[config.mk]
export PLATFORM = sky130hd
export DESIGN_NAME = unique_id_deque_top_flat
export DESIGN_NICKNAME = d
export VERILOG_FILES = /design/src/hw/rtl/udq_pkg.sv /design/src/hw/rtl/udq_if.sv /design/src/hw/rtl/unique_id_deque_top.sv /design/src/hw/rtl/udq_mem.sv /design/src/hw/rtl/udq_ctrl.sv /design/src/flat_wrapper.sv
export VERILOG_INCLUDE_DIRS = /design/src /design/src/hw/rtl
export SDC_FILE = /design/constraint.sdc
export NUM_CORES = 1
export LEC_CHECK = 0
export ABC_CLOCK_PERIOD_IN_PS = 4200
export BUFFER_PORTS_ARGS = -buffer_cell sky130_fd_sc_hd__buf_2
export CAP_MARGIN = 30
export CORE_UTILIZATION = 45
export DETAILED_ROUTE_END_ITERATION = 8
export GPL_ROUTABILITY_DRIVEN = 0
export PLACE_DENSITY = 0.64
export SETUP_SLACK_MARGIN = 0.1
export SKIP_CTS_REPAIR_TIMING = 1
export SYNTH_ARGS = -nofsm -noshare
export SYNTH_HDL_FRONTEND = slang
export SYNTH_SLANG_ARGS = --single-unit
export TNS_END_PERCENT = 30
[constraint.sdc]
create_clock -name clk_i -period 4.2 [get_ports clk_i]
set_input_delay 0.21 -clock clk_i [delete_from_list [all_inputs] [get_ports clk_i]]
set_output_delay 0.21 -clock clk_i [all_outputs]
set_load 0.02 [all_outputs]
[src/hw/rtl/unique_id_deque_top_assert.svh]
`ifndef UNIQUE_ID_DEQUE_TOP_ASSERT_SVH
`define UNIQUE_ID_DEQUE_TOP_ASSERT_SVH

// Same-cycle implication, checked outside reset.
`define UDQ_ASSERT_IMP(lbl, ante, cons, msg) \
  lbl: assert property (@(posedge clk_i) disable iff (!rst_ni) (ante) |-> (cons)) else $error(msg);

// Next-cycle implication, checked outside reset.
`define UDQ_ASSERT_NXT(lbl, ante, cons, msg) \
  lbl: assert property (@(posedge clk_i) disable iff (!rst_ni) (ante) |=> (cons)) else $error(msg);

`endif

[src/hw/rtl/udq_pkg.sv]
package udq_pkg;

  localparam int unsigned CAPACITY_DEF    = 32;
  localparam int unsigned ID_BITS_DEF     = 16;
  localparam int unsigned HANDLE_BITS_DEF = 16;
  localparam int unsigned CNT_BITS_DEF    = $clog2(CAPACITY_DEF + 1);

  localparam int unsigned CMD_BITS    = 3;
  localparam int unsigned STATUS_BITS = 2;

  typedef enum logic [CMD_BITS-1:0] {
    CMD_PUSH_BACK  = 3'd0,
    CMD_PUSH_FRONT = 3'd1,
    CMD_POP_FRONT  = 3'd2,
    CMD_POP_BACK   = 3'd3,
    CMD_REMOVE     = 3'd4
  } cmd_e;

  typedef enum logic [STATUS_BITS-1:0] {
    ST_DONE = 2'd0,
    ST_MISS = 2'd1,
    ST_DUP  = 2'd2,
    ST_FULL = 2'd3
  } status_e;

endpackage

[src/hw/rtl/udq_if.sv]
// Command channel
interface udq_cmd_if #(
  parameter int unsigned ID_BITS     = udq_pkg::ID_BITS_DEF,
  parameter int unsigned HANDLE_BITS = udq_pkg::HANDLE_BITS_DEF
);
  logic                         valid;
  logic                         ready;
  logic [udq_pkg::CMD_BITS-1:0] command;
  logic [ID_BITS-1:0]           key_id;
  logic [HANDLE_BITS-1:0]       item_handle;

  modport source (output valid, command, key_id, item_handle, input ready);
  modport sink   (input valid, command, key_id, item_handle, output ready);
endinterface

// Response channel
interface udq_rsp_if #(
  parameter int unsigned ID_BITS     = udq_pkg::ID_BITS_DEF,
  parameter int unsigned HANDLE_BITS = udq_pkg::HANDLE_BITS_DEF,
  parameter int unsigned CNT_BITS    = udq_pkg::CNT_BITS_DEF
);
  logic                            valid;
  logic                            ready;
  logic [udq_pkg::STATUS_BITS-1:0] status;
  logic [ID_BITS-1:0]              out_id;
  logic [HANDLE_BITS-1:0]          out_handle;
  logic [CNT_BITS-1:0]             entry_count;

  modport source (output valid, status, out_id, out_handle, entry_count, input ready);
  modport sink   (input valid, status, out_id, out_handle, entry_count, output ready);
endinterface

[src/hw/rtl/unique_id_deque_top.sv]
// Channel | Dir | Fields
// cmd_i   | in  | command, key_id, item_handle
// rsp_o   | out | status, out_id, out_handle, entry_count
//
// Push and remove read and check the held entries in turn until a match.
// Remove then closes the gap, moving each later entry down one place; pops need no scan.
// One command at a time; the entry memory's single read port sets the pace.
// Reset (rst_ni, async low) empties the queue; no memory clearing is needed.
// A stalled result holds in the output register; the next item is accepted
// meanwhile and waits at its end for the register to free up.
module unique_id_deque_top #(
  parameter int unsigned CAPACITY    = udq_pkg::CAPACITY_DEF,
  parameter int unsigned ID_BITS     = udq_pkg::ID_BITS_DEF,
  parameter int unsigned HANDLE_BITS = udq_pkg::HANDLE_BITS_DEF
) (
  input logic       clk_i,
  input logic       rst_ni,
  udq_cmd_if.sink   cmd_i,
  udq_rsp_if.source rsp_o
);
  import udq_pkg::*;

  localparam int unsigned AW = $clog2(CAPACITY);
  localparam int unsigned CW = $clog2(CAPACITY + 1);
  localparam int unsigned DW = ID_BITS + HANDLE_BITS;

  logic          mem_we;
  logic [AW-1:0] mem_waddr;
  logic [DW-1:0] mem_wdata;
  logic [AW-1:0] mem_raddr;
  logic [DW-1:0] mem_rdata;

  udq_ctrl #(
    .CAPACITY   (CAPACITY),
    .ID_BITS    (ID_BITS),
    .HANDLE_BITS(HANDLE_BITS),
    .AW         (AW),
    .CW         (CW)
  ) u_ctrl (
    .clk_i      (clk_i),
    .rst_ni     (rst_ni),
    .cmd_i      (cmd_i),
    .rsp_o      (rsp_o),
    .mem_we_o   (mem_we),
    .mem_waddr_o(mem_waddr),
    .mem_wdata_o(mem_wdata),
    .mem_raddr_o(mem_raddr),
    .mem_rdata_i(mem_rdata)
  );

  udq_mem #(
    .DEPTH(CAPACITY),
    .WIDTH(DW),
    .AW   (AW)
  ) u_mem (
    .clk_i  (clk_i),
    .we_i   (mem_we),
    .waddr_i(mem_waddr),
    .wdata_i(mem_wdata),
    .raddr_i(mem_raddr),
    .rdata_o(mem_rdata)
  );

endmodule

[src/hw/rtl/udq_mem.sv]
module udq_mem #(
  parameter int unsigned DEPTH = udq_pkg::CAPACITY_DEF,
  parameter int unsigned WIDTH = udq_pkg::ID_BITS_DEF + udq_pkg::HANDLE_BITS_DEF,
  parameter int unsigned AW    = $clog2(DEPTH)
) (
  input  logic             clk_i,
  input  logic             we_i,
  input  logic [AW-1:0]    waddr_i,
  input  logic [WIDTH-1:0] wdata_i,
  input  logic [AW-1:0]    raddr_i,
  output logic [WIDTH-1:0] rdata_o
);

  logic [WIDTH-1:0] mem [DEPTH];
  logic [WIDTH-1:0] rdata_q;

  // One write port, one registered read port
  always_ff @(posedge clk_i) begin
    if (we_i) begin
      mem[waddr_i] <= wdata_i;
    end
    rdata_q <= mem[raddr_i];
  end

  assign rdata_o = rdata_q;

endmodule

[src/hw/rtl/udq_ctrl.sv]
module udq_ctrl #(
  parameter int unsigned CAPACITY    = udq_pkg::CAPACITY_DEF,
  parameter int unsigned ID_BITS     = udq_pkg::ID_BITS_DEF,
  parameter int unsigned HANDLE_BITS = udq_pkg::HANDLE_BITS_DEF,
  parameter int unsigned AW          = $clog2(CAPACITY),
  parameter int unsigned CW          = $clog2(CAPACITY + 1)
) (
  input  logic                           clk_i,
  input  logic                           rst_ni,
  udq_cmd_if.sink                        cmd_i,
  udq_rsp_if.source                      rsp_o,
  output logic                           mem_we_o,
  output logic [AW-1:0]                  mem_waddr_o,
  output logic [ID_BITS+HANDLE_BITS-1:0] mem_wdata_o,
  output logic [AW-1:0]                  mem_raddr_o,
  input  logic [ID_BITS+HANDLE_BITS-1:0] mem_rdata_i
);
  import udq_pkg::*;

  typedef enum logic [3:0] {
    S_IDLE, S_DISPATCH, S_SCAN_RD, S_SCAN_CK, S_TAKE_RD, S_TAKE_CK,
    S_SH_RD, S_SH_WR, S_PUSH, S_FIN
  } state_e;

  state_e                  state_q;
  logic [CMD_BITS-1:0]     cmd_q;
  logic [ID_BITS-1:0]      key_q;
  logic [HANDLE_BITS-1:0]  hnd_q;
  logic [AW-1:0]           head_q;
  logic [CW-1:0]           cnt_q;
  logic [CW-1:0]           idx_q;
  logic [STATUS_BITS-1:0]  status_q;
  logic [ID_BITS-1:0]      oid_q;
  logic [HANDLE_BITS-1:0]  ohnd_q;
  logic                    ovalid_q;
  logic [STATUS_BITS-1:0]  ostatus_q;
  logic [ID_BITS-1:0]      ooid_q;
  logic [HANDLE_BITS-1:0]  oohnd_q;
  logic [CW-1:0]           ocnt_q;
  logic [ID_BITS-1:0]      rd_id;
  logic [HANDLE_BITS-1:0]  rd_hnd;
  logic [CW-1:0]           rd_idx;
  logic                    in_acc;
  logic                    is_push;

  // Logical position to memory address, circular around head
  function automatic logic [AW-1:0] phys(input logic [AW-1:0] head,
                                         input logic [CW-1:0] i);
    logic [CW:0] s;
    s = (CW+1)'(head) + (CW+1)'(i);
    if (s >= (CW+1)'(CAPACITY)) s = s - (CW+1)'(CAPACITY);
    return s[AW-1:0];
  endfunction

  assign rd_id   = mem_rdata_i[ID_BITS+HANDLE_BITS-1:HANDLE_BITS];
  assign rd_hnd  = mem_rdata_i[HANDLE_BITS-1:0];
  assign in_acc  = cmd_i.valid && cmd_i.ready;
  assign is_push = (cmd_q == CMD_PUSH_BACK) || (cmd_q == CMD_PUSH_FRONT);

  // Read address: the shift reads one entry ahead of the one it writes
  assign rd_idx      = (state_q == S_SH_RD) ? idx_q + CW'(1) : idx_q;
  assign mem_raddr_o = phys(head_q, rd_idx);

  // Write port: new entry on push, moved entry on shift
  always_comb begin
    mem_we_o    = 1'b0;
    mem_waddr_o = phys(head_q, idx_q);
    mem_wdata_o = mem_rdata_i;
    if (state_q == S_SH_WR) begin
      mem_we_o = 1'b1;
    end else if (state_q == S_PUSH && cnt_q != CW'(CAPACITY)) begin
      mem_we_o    = 1'b1;
      mem_wdata_o = {key_q, hnd_q};
      if (cmd_q == CMD_PUSH_FRONT) begin
        mem_waddr_o = (head_q == '0) ? AW'(CAPACITY - 1) : head_q - AW'(1);
      end else begin
        mem_waddr_o = phys(head_q, cnt_q);
      end
    end
  end

  assign cmd_i.ready       = (state_q == S_IDLE);
  assign rsp_o.valid       = ovalid_q;
  assign rsp_o.status      = ostatus_q;
  assign rsp_o.out_id      = ooid_q;
  assign rsp_o.out_handle  = oohnd_q;
  assign rsp_o.entry_count = ocnt_q;

  // Command sequencer and result register
  always_ff @(posedge clk_i or negedge rst_ni) begin
    if (!rst_ni) begin
      state_q  <= S_IDLE;
      head_q   <= '0;
      cnt_q    <= '0;
      ovalid_q <= 1'b0;
    end else begin
      // S_FIN reloads the result register itself
      if (ovalid_q && rsp_o.ready && state_q != S_FIN) ovalid_q <= 1'b0;
      case (state_q)
        S_IDLE: begin
          if (in_acc) begin
            cmd_q   <= cmd_i.command;
            key_q   <= cmd_i.key_id;
            hnd_q   <= cmd_i.item_handle;
            state_q <= S_DISPATCH;
          end
        end
        S_DISPATCH: begin
          oid_q    <= '0;
          ohnd_q   <= '0;
          status_q <= ST_MISS;
          idx_q    <= '0;
          case (cmd_q)
            CMD_PUSH_BACK, CMD_PUSH_FRONT, CMD_REMOVE: begin
              if (cnt_q != '0) state_q <= S_SCAN_RD;
              else if (is_push) state_q <= S_PUSH;
              else state_q <= S_FIN;
            end
            CMD_POP_FRONT, CMD_POP_BACK: begin
              if (cnt_q == '0) begin
                state_q <= S_FIN;
              end else begin
                idx_q   <= (cmd_q == CMD_POP_FRONT) ? '0 : cnt_q - CW'(1);
                state_q <= S_TAKE_RD;
              end
            end
            default: state_q <= S_FIN;
          endcase
        end
        S_SCAN_RD: state_q <= S_SCAN_CK;
        S_SCAN_CK: begin
          if (rd_id == key_q) begin
            if (is_push) begin
              status_q <= ST_DUP;
              state_q  <= S_FIN;
            end else begin
              oid_q    <= rd_id;
              ohnd_q   <= rd_hnd;
              status_q <= ST_DONE;
              if (idx_q + CW'(1) < cnt_q) begin
                state_q <= S_SH_RD;
              end else begin
                cnt_q   <= cnt_q - CW'(1);
                state_q <= S_FIN;
              end
            end
          end else if (idx_q + CW'(1) < cnt_q) begin
            idx_q   <= idx_q + CW'(1);
            state_q <= S_SCAN_RD;
          end else begin
            state_q <= is_push ? S_PUSH : S_FIN;
          end
        end
        S_SH_RD: state_q <= S_SH_WR;
        S_SH_WR: begin
          idx_q <= idx_q + CW'(1);
          if (idx_q + CW'(2) < cnt_q) begin
            state_q <= S_SH_RD;
          end else begin
            cnt_q   <= cnt_q - CW'(1);
            state_q <= S_FIN;
          end
        end
        S_TAKE_RD: state_q <= S_TAKE_CK;
        S_TAKE_CK: begin
          oid_q    <= rd_id;
          ohnd_q   <= rd_hnd;
          status_q <= ST_DONE;
          cnt_q    <= cnt_q - CW'(1);
          if (cmd_q == CMD_POP_FRONT) begin
            head_q <= (head_q == AW'(CAPACITY - 1)) ? '0 : head_q + AW'(1);
          end
          state_q <= S_FIN;
        end
        S_PUSH: begin
          if (cnt_q == CW'(CAPACITY)) begin
            status_q <= ST_FULL;
          end else begin
            status_q <= ST_DONE;
            cnt_q    <= cnt_q + CW'(1);
            if (cmd_q == CMD_PUSH_FRONT) begin
              head_q <= mem_waddr_o;
            end
          end
          state_q <= S_FIN;
        end
        S_FIN: begin
          if (!ovalid_q || rsp_o.ready) begin
            ovalid_q  <= 1'b1;
            ostatus_q <= status_q;
            ooid_q    <= oid_q;
            oohnd_q   <= ohnd_q;
            ocnt_q    <= cnt_q;
            state_q   <= S_IDLE;
          end
        end
        default: state_q <= S_IDLE;
      endcase
    end
  end

`include "unique_id_deque_top_assert.svh"

  `UDQ_ASSERT_IMP(a_cnt_bound, 1'b1, cnt_q <= CW'(CAPACITY), "count above capacity")
  `UDQ_ASSERT_NXT(a_acc_busy, in_acc, state_q == S_DISPATCH, "accepted item not dispatched")
  `UDQ_ASSERT_NXT(a_cnt_step, 1'b1, (cnt_q == $past(cnt_q)) || (cnt_q == $past(cnt_q) + CW'(1)) || (cnt_q + CW'(1) == $past(cnt_q)), "count moved by more than one")
  `UDQ_ASSERT_IMP(a_we_busy, mem_we_o, state_q == S_PUSH || state_q == S_SH_WR, "stray memory write")

endmodule
[src/flat_wrapper.sv]
// flat-port wrapper written by rule: the top's interface ports become plain ports
module unique_id_deque_top_flat import udq_pkg::*;
#(
  parameter int unsigned CAPACITY    = udq_pkg::CAPACITY_DEF,
  parameter int unsigned ID_BITS     = udq_pkg::ID_BITS_DEF,
  parameter int unsigned HANDLE_BITS = udq_pkg::HANDLE_BITS_DEF
)
  (clk_i, rst_ni, cmd_i_valid, cmd_i_command, cmd_i_key_id, cmd_i_item_handle, cmd_i_ready, rsp_o_valid, rsp_o_status, rsp_o_out_id, rsp_o_out_handle, rsp_o_entry_count, rsp_o_ready);
  udq_cmd_if #(.ID_BITS(ID_BITS), .HANDLE_BITS(HANDLE_BITS)) cmd_i_i ();
  udq_rsp_if #(.ID_BITS(ID_BITS), .HANDLE_BITS(HANDLE_BITS)) rsp_o_i ();
  input logic clk_i;
  input logic rst_ni;
  input wire logic [$bits(cmd_i_i.valid)-1:0] cmd_i_valid;
  input wire logic [$bits(cmd_i_i.command)-1:0] cmd_i_command;
  input wire logic [$bits(cmd_i_i.key_id)-1:0] cmd_i_key_id;
  input wire logic [$bits(cmd_i_i.item_handle)-1:0] cmd_i_item_handle;
  output wire logic [$bits(cmd_i_i.ready)-1:0] cmd_i_ready;
  output wire logic [$bits(rsp_o_i.valid)-1:0] rsp_o_valid;
  output wire logic [$bits(rsp_o_i.status)-1:0] rsp_o_status;
  output wire logic [$bits(rsp_o_i.out_id)-1:0] rsp_o_out_id;
  output wire logic [$bits(rsp_o_i.out_handle)-1:0] rsp_o_out_handle;
  output wire logic [$bits(rsp_o_i.entry_count)-1:0] rsp_o_entry_count;
  input wire logic [$bits(rsp_o_i.ready)-1:0] rsp_o_ready;
  assign cmd_i_i.valid = cmd_i_valid;
  assign cmd_i_i.command = cmd_i_command;
  assign cmd_i_i.key_id = cmd_i_key_id;
  assign cmd_i_i.item_handle = cmd_i_item_handle;
  assign cmd_i_ready = cmd_i_i.ready;
  assign rsp_o_valid = rsp_o_i.valid;
  assign rsp_o_status = rsp_o_i.status;
  assign rsp_o_out_id = rsp_o_i.out_id;
  assign rsp_o_out_handle = rsp_o_i.out_handle;
  assign rsp_o_entry_count = rsp_o_i.entry_count;
  assign rsp_o_i.ready = rsp_o_ready;
  unique_id_deque_top #(.CAPACITY(CAPACITY), .ID_BITS(ID_BITS), .HANDLE_BITS(HANDLE_BITS)) u_core (.clk_i(clk_i), .rst_ni(rst_ni), .cmd_i(cmd_i_i), .rsp_o(rsp_o_i));
endmodule
After elaboration in Yosys (flattened, before gate mapping)
Memories as Yosys holds them, arrays and structs flattened. A register that Yosys moved wholly into a read port is not among the register bits.
Cells that the tools add are included.
Word-level totals
  input port bits: 39
  register bits: 131
  word-level logic and storage cells: 146
  RAM bits: 1024
  output and inout bits: 42
  memories: 1
  memory bits (read-only): 0
  bits in latches: 0
Cells by class
  magnitude comparators: 5
  $add $sub $neg: 12
  shift-type cells: 0
  reductions and logical operators: 28
  bitwise gates (word level): 0
  equality and inequality tests: 29
  multiplexer cells: 56
  $mul: 0
  divide/modulo/power cells: 0
Memories
  u_core.u_mem.mem: words 32, bits a word 32, read ports 1, clocked after memory_dff 1, wr ports 1, line udq_mem.sv:14  | logic [WIDTH-1:0] mem [DEPTH];
Operator list (count)
  $pmux 16 s3: 2
  $mux 6: 11
  $mux 16: 4
  $mux 32: 2
  $mux 5: 11
  $mux 4: 9
  $pmux 4 s9: 1
  $pmux 6 s4: 1
  $add 5x6->7: 3
  $ge 7x6->1 const B: 3
  $sub 5x1->5 const B: 4
  $ne 2x2->1 const B: 9
  $pmux 6 s3: 1
  $eq 16x16->1: 1
  $eq 4x3->1 const B: 4
  $add 6x1->6 const B: 2
  $lt 6x6->1: 2
  $reduce_and 4->1: 3
  $pmux 5 s2: 1
  $reduce_and 3->1: 3
  $eq 4x2->1 const B: 2
  $eq 4x4->1 const B: 2
  $mux 1: 8
  $pmux 2 s4: 1
  other kinds (29): 40

Longest topological paths before layout
  depth in word-level cells: 9
  depth in mapped cells: 13
  mapped depth without buffers: 12

By module
Synthesis repeated with hierarchy kept, for this count alone.
Second synthesis, totals
  cells, all modules: 2834
  area, all modules: 47125.2 um^2
By module, submodules not included
  udq_mem: area an instance 40492.6 um^2, times used 1, cells an instance 2260
  udq_ctrl: area an instance 6632.6 um^2, times used 1, cells an instance 574

Worst setup path after synthesis
OpenSTA, ideal clock, no wires.
  kind: register to register
  start: register u_core.u_ctrl.head_q[0]
  end: memory u_core.u_mem.mem[18][0] (netlist bit) (enable)
  arrival time: 3.601 ns
  stages on the path, launching flop included: 10
  clock period less this slack: 4.022 ns
  buffers on the path: 0
  path slack: 0.178 ns
  data required time: 3.779 ns
  setup time: 0.421 ns
  cells stage by stage: dfrtp_1 ha_1 inv_1 fa_1 nand2b_1 o2bb2ai_1 a21boi_1 or3_4 o32a_1 nor2_1
Between the ends
  word-level cells in the longest chain between the ends: 6
  elaborated cells between the ends (all ways): 14
RTL lines
  start, declared: line udq_ctrl.sv:29  | logic [AW-1:0] head_q;
  start signal, assigned: line udq_ctrl.sv:171  | head_q <= (head_q == AW'(CAPACITY - 1)) ? '0 : head_q + AW'(1);
  start signal, assigned: line udq_ctrl.sv:182  | head_q <= mem_waddr_o;
  $add 5x6->7: line udq_ctrl.sv:50  | s = (CW+1)'(head) + (CW+1)'(i);
  $ge 7x6->1 / $sub 5x1->5 (equally long branches): line udq_ctrl.sv:51  | if (s >= (CW+1)'(CAPACITY)) s = s - (CW+1)'(CAPACITY);
  $mux 5: line udq_ctrl.sv:51
  $mux 5: line udq_ctrl.sv:74  | if (cmd_q == CMD_PUSH_FRONT) begin
  $mux 5: line udq_ctrl.sv:71  | end else if (state_q == S_PUSH && cnt_q != CW'(CAPACITY)) begin
  $mux 5 (*): line udq_ctrl.sv:69  | if (state_q == S_SH_WR) begin
  end, declared: line udq_mem.sv:14
Every way passes the cells marked *; elsewhere a longest branch is shown, timed or not.

Worst setup path after layout
  start: register u_core.u_ctrl.state_q[0]
  end: register u_core.u_mem.rdata_q[15] (netlist: u_core.u_mem.rdata_o[15]), read port of u_core.u_mem.mem
Between the ends
  word-level cells in the longest chain between the ends: 5
  elaborated cells between the ends (all ways): 6
RTL lines
  start, declared: line udq_ctrl.sv:25  | state_e state_q;
  start signal, assigned: line udq_ctrl.sv:151  | state_q <= is_push ? S_PUSH : S_FIN;
  $eq 4x3->1 (*): line udq_ctrl.sv:61  | assign rd_idx = (state_q == S_SH_RD) ? idx_q + CW'(1) : idx_q;
  $mux 6 (*): line udq_ctrl.sv:61
  $add 5x6->7 (*): line udq_ctrl.sv:50
  $ge 7x6->1 / $sub 5x1->5 (equally long branches): line udq_ctrl.sv:51
  $mux 5 (*): line udq_ctrl.sv:51
  end, declared: line udq_mem.sv:15  | logic [WIDTH-1:0] rdata_q;
Marks and branches as above.
A chain may end at the register's enable or synchronous reset.

==> impl_metrics.yaml <==
sta:
  relSlewSlack: 0.247
  worst_slack_ps: 253
  setup_viol: 0
  layout_min_cycle_time_ps: 3950
  fin_tns_setup_ps: 0
  min_period_over_period: 0.940
  hold_viol: 0
  worst_pin_slew_ps: 1130
  skew_ps: 22.0
  slew_violations: 0
  grt_setup_unrepaired: "no"
  max_freq_mhz: 253
  whs_ps: 11.3
power:
  intPower_mw: 30.1
  clockPowerShare: 0.237
  p_leak_nw: 17.1
  seq_power_share: 0.374
  p_comb_frac: 0.388
  power_density_nw_per_um2: 814
  irDropWorstVdd_uv: 591
  p_sw_mw: 13.9
  switching_share: 0.316
worst_setup_path:
  crit_fanout: 29
  critPathLaunch: "u_core.u_ctrl.state_q[0]$_DFFE_PN0P_"
  worstSetupStartpointType: "flip-flop"
  worstSetupPathType: "reg -> reg"
  rr_startpoint: "u_core.u_ctrl.state_q[0]$_DFFE_PN0P_"
  cp.arrival_ps: 4520
  cp.required_ps: 4770
  cp-end-kind: "flip-flop"
floorplan:
  fp.dieW_um: 323
  core_sq_um: 102000
  start_util: 0.454
  die_h_um: 323
  io-pin-count: 81
  die-area_sq_um: 104000
  row_count: 117
clocking:
  cts_root_buf: "clkbuf_16"
  clkSinkCount: 1187
  cts_buffers: 116
  clock_latency_ps: 700
  h-tree-depth: 3
  cts.clk_slew.worst_paths_ps: 60
  clk_path_buf_depth: 3
  cts_tree: "built"
global_routing:
  grt_pass1_wl_um: 160000
  grt_busiest_layer: "met2"
  grt_usage: 0.219
  grt_start_max_net_pins: 61
  grt-ovfl-total: 0
  grt_use_met1: 0.312
  antenna_found_initial: 4
  met2_usage: 0.353
  first_global_vias: 22153
  globalRouteMet3Util: 0.0392
cells_and_area:
  register_area_sq_um: 35200
  multi_input_area_sq_um: 10800
  final_util: 0.530
  nets: 2368
  fin_area_sq_um: 54000
  syn_to_final_growth_pct: 16.8
  fillers: 7753
  layout-drive-gt1-share: 0.332
placement:
  dp_hpwl_um: 60300
  postPlaceCellArea_sq_um: 49800
  dpl_worst_slack_ps: 259
  io_buffers: 80
run_status:
  status: "complete, no violations"
synthesis:
  ys_seq_elements: 1187
  synth_ff_type: "edfxtp_1"
  synth_edf_count: 1139
  seq_area_frac_synth: 0.762
  synth_nets: 2121
  synth_area_sq_um: 46200
  synth_cell_types: 61
  synth_area_per_cell_sq_um: 22.6
  synthArstFlopShare: 0.0135
  postSynthCellCount: 2050
  synth_warnings: 0
detailed_routing:
  firstDrtPassIters: 5
  ant_nets: 0
  vias: 22229
  drc: 0
  wl_per_cell_um: 29.7
  vias_per_cell: 5.90
  dr.first_iter.drc_count: 3069
  routed_wl_um: 112000
hold_path:
  min_path_type: "in -> async"
run:
  maxCapViolations: 0
## registers in the layout, indices dropped and copies added, names as in the netlist, 3 cells and up
register	flops
u_core.u_ctrl.oid_q	16
u_core.u_ctrl.ohnd_q	16
u_core.u_ctrl.state_q	4
u_core.u_ctrl.idx_q	6
u_core.u_ctrl.hnd_q	16
u_core.u_mem.rdata_o	32
u_core.u_ctrl.rsp_o.out_id	16
u_core.u_ctrl.cnt_q	6
u_core.u_ctrl.key_q	16
u_core.u_ctrl.rsp_o.out_handle	16
u_core.u_mem.mem	1024
u_core.u_ctrl.rsp_o.entry_count	6
u_core.u_ctrl.cmd_q	3
u_core.u_ctrl.head_q	5
## layout make-up
cell class	instances	area share
flip-flops and latches	1187	0.653
clock inverters	64	0.0111
well taps	1368	0.0317
repair buffers	220	0.0428
clock buffers	156	0.0605
multi-input cells	755	0.200
diodes	1	0.0000463
inverters	17	0.00118
## logic make-up after synthesis
logic type	synth area share
buf+inv	0.0109
fa+ha+maj	0.00915
mux	0.172
flops	0.762
compound gates	0.0132
xor+xnor	0.00907
simple gates	0.0231
## routing by layer
layer / vias up / wire length [um] / share of wire
li1: 9160 / - / -
met1: 11893 / 46700 / 0.42
met2: 991 / 54500 / 0.49
met3: 183 / 8380 / 0.075
met4: 2 / 2480 / 0.022
met5: - / 10 / 0.000089
## through the flow
stage                     power (mW)  instances
final                           44.0       3768
after global routing            45.8       3767
after CTS                       44.3       3729
after detailed placement        33.9       3509
after global placement          33.5       3509
after floorplan                 28.6       2050
## placed cells by master, fill, tap and decap left out, types with 10 or more instances in the layout
| cell | synthesis | routed |
|---|---|---|
| buf_4 | 9 | 41 |
| nand2b_1 | 16 | 16 |
| ha_1 | 29 | 28 |
| clkbuf_1 | 43 | 23 |
| buf_2 | 34 | 80 |
| buf_12 | 0 | 61 |
| nor2_4 | 0 | 33 |
| nand3_1 | 14 | 14 |
| clkinv_2 | 0 | 20 |
| clkbuf_8 | 0 | 13 |
| and2_1 | 35 | 35 |
| dfrtp_1 | 16 | 16 |
| nor2_1 | 50 | 17 |
| inv_1 | 16 | 16 |
| o21ai_0 | 16 | 16 |
| nand2_1 | 28 | 28 |
| nand4_1 | 11 | 11 |
| xnor2_1 | 40 | 38 |
| mux4_2 | 320 | 320 |
| clkinvlp_4 | 0 | 10 |
| dlygate4sd3_1 | 0 | 38 |
| mux2_2 | 64 | 64 |
| clkbuf_16 | 0 | 120 |
| dfxtp_1 | 32 | 32 |
| clkinv_1 | 1 | 18 |
| a21oi_1 | 22 | 20 |
| edfxtp_1 | 1139 | 1139 |
## path summary, 6_finish.rpt
kind                            slack [ps]  cells past startpoint                                           to
worst max-delay path                   250                     11             u_core.u_mem.rdata_o[15]$_DFF_P_
worst min-delay path                    10                      2          u_core.u_ctrl.head_q[0]$_DFFE_PN0P_
worst max register to register         250                     11             u_core.u_mem.rdata_o[15]$_DFF_P_
worst min register to register         420                      0  u_core.u_ctrl.rsp_o.out_handle[1]$_DFFE_PP_
max in group asynchronous             3860                      2          u_core.u_ctrl.head_q[3]$_DFFE_PN0P_
min in group clk_i                     220                      2            u_core.u_ctrl.hnd_q[11]$_DFFE_PP_
## Yosys cell counts, types with 6 or more instances
master    count  area [sq um]
nand2b_1     16           100
ha_1         29           363
nor2b_1       9          56.3
buf_2        34           170
xor2_1        6          52.6
a32oi_1       6          52.6
nand3_1      14          70.1
nand2_1      28           105
dfxtp_1      32           641
o21ai_0      16          80.1
mux4_2      320          7210
nor2_1       50           188
dfrtp_1      16           400
inv_1        16          60.1
edfxtp_1   1139         34200
xnor2_1      40           350
a21oi_1      22           110
nor3_1        9          45.0
clkbuf_1     43           161
nand4_1      11          68.8
mux2_2       64           721
buf_4         9          67.6
and2_1       35           219
## critical path, cell delays in order (launching register included)
cell and delay, ps:
dfrtp_1 390, nand2b_1 190, nor3b_2 290, xor2_1 260, ha_4 170, inv_1 50
fa_4 920, buf_12 200, buf_12 220, mux4_2 330, mux4_2 500, mux2_2 270
## power groups by stage
stage	Sequential [mW]	Combinational, mW	Clock (mW)
floorplan	16.5	12.1	0
global placement	16.7	16.8	0
detailed placement	16.7	17.2	0
CTS	16.4	17.2	10.6
global route	16.5	18.2	11.0
finish	16.5	17.1	10.4
No activity file was read; power rests on OpenSTA's default activity.
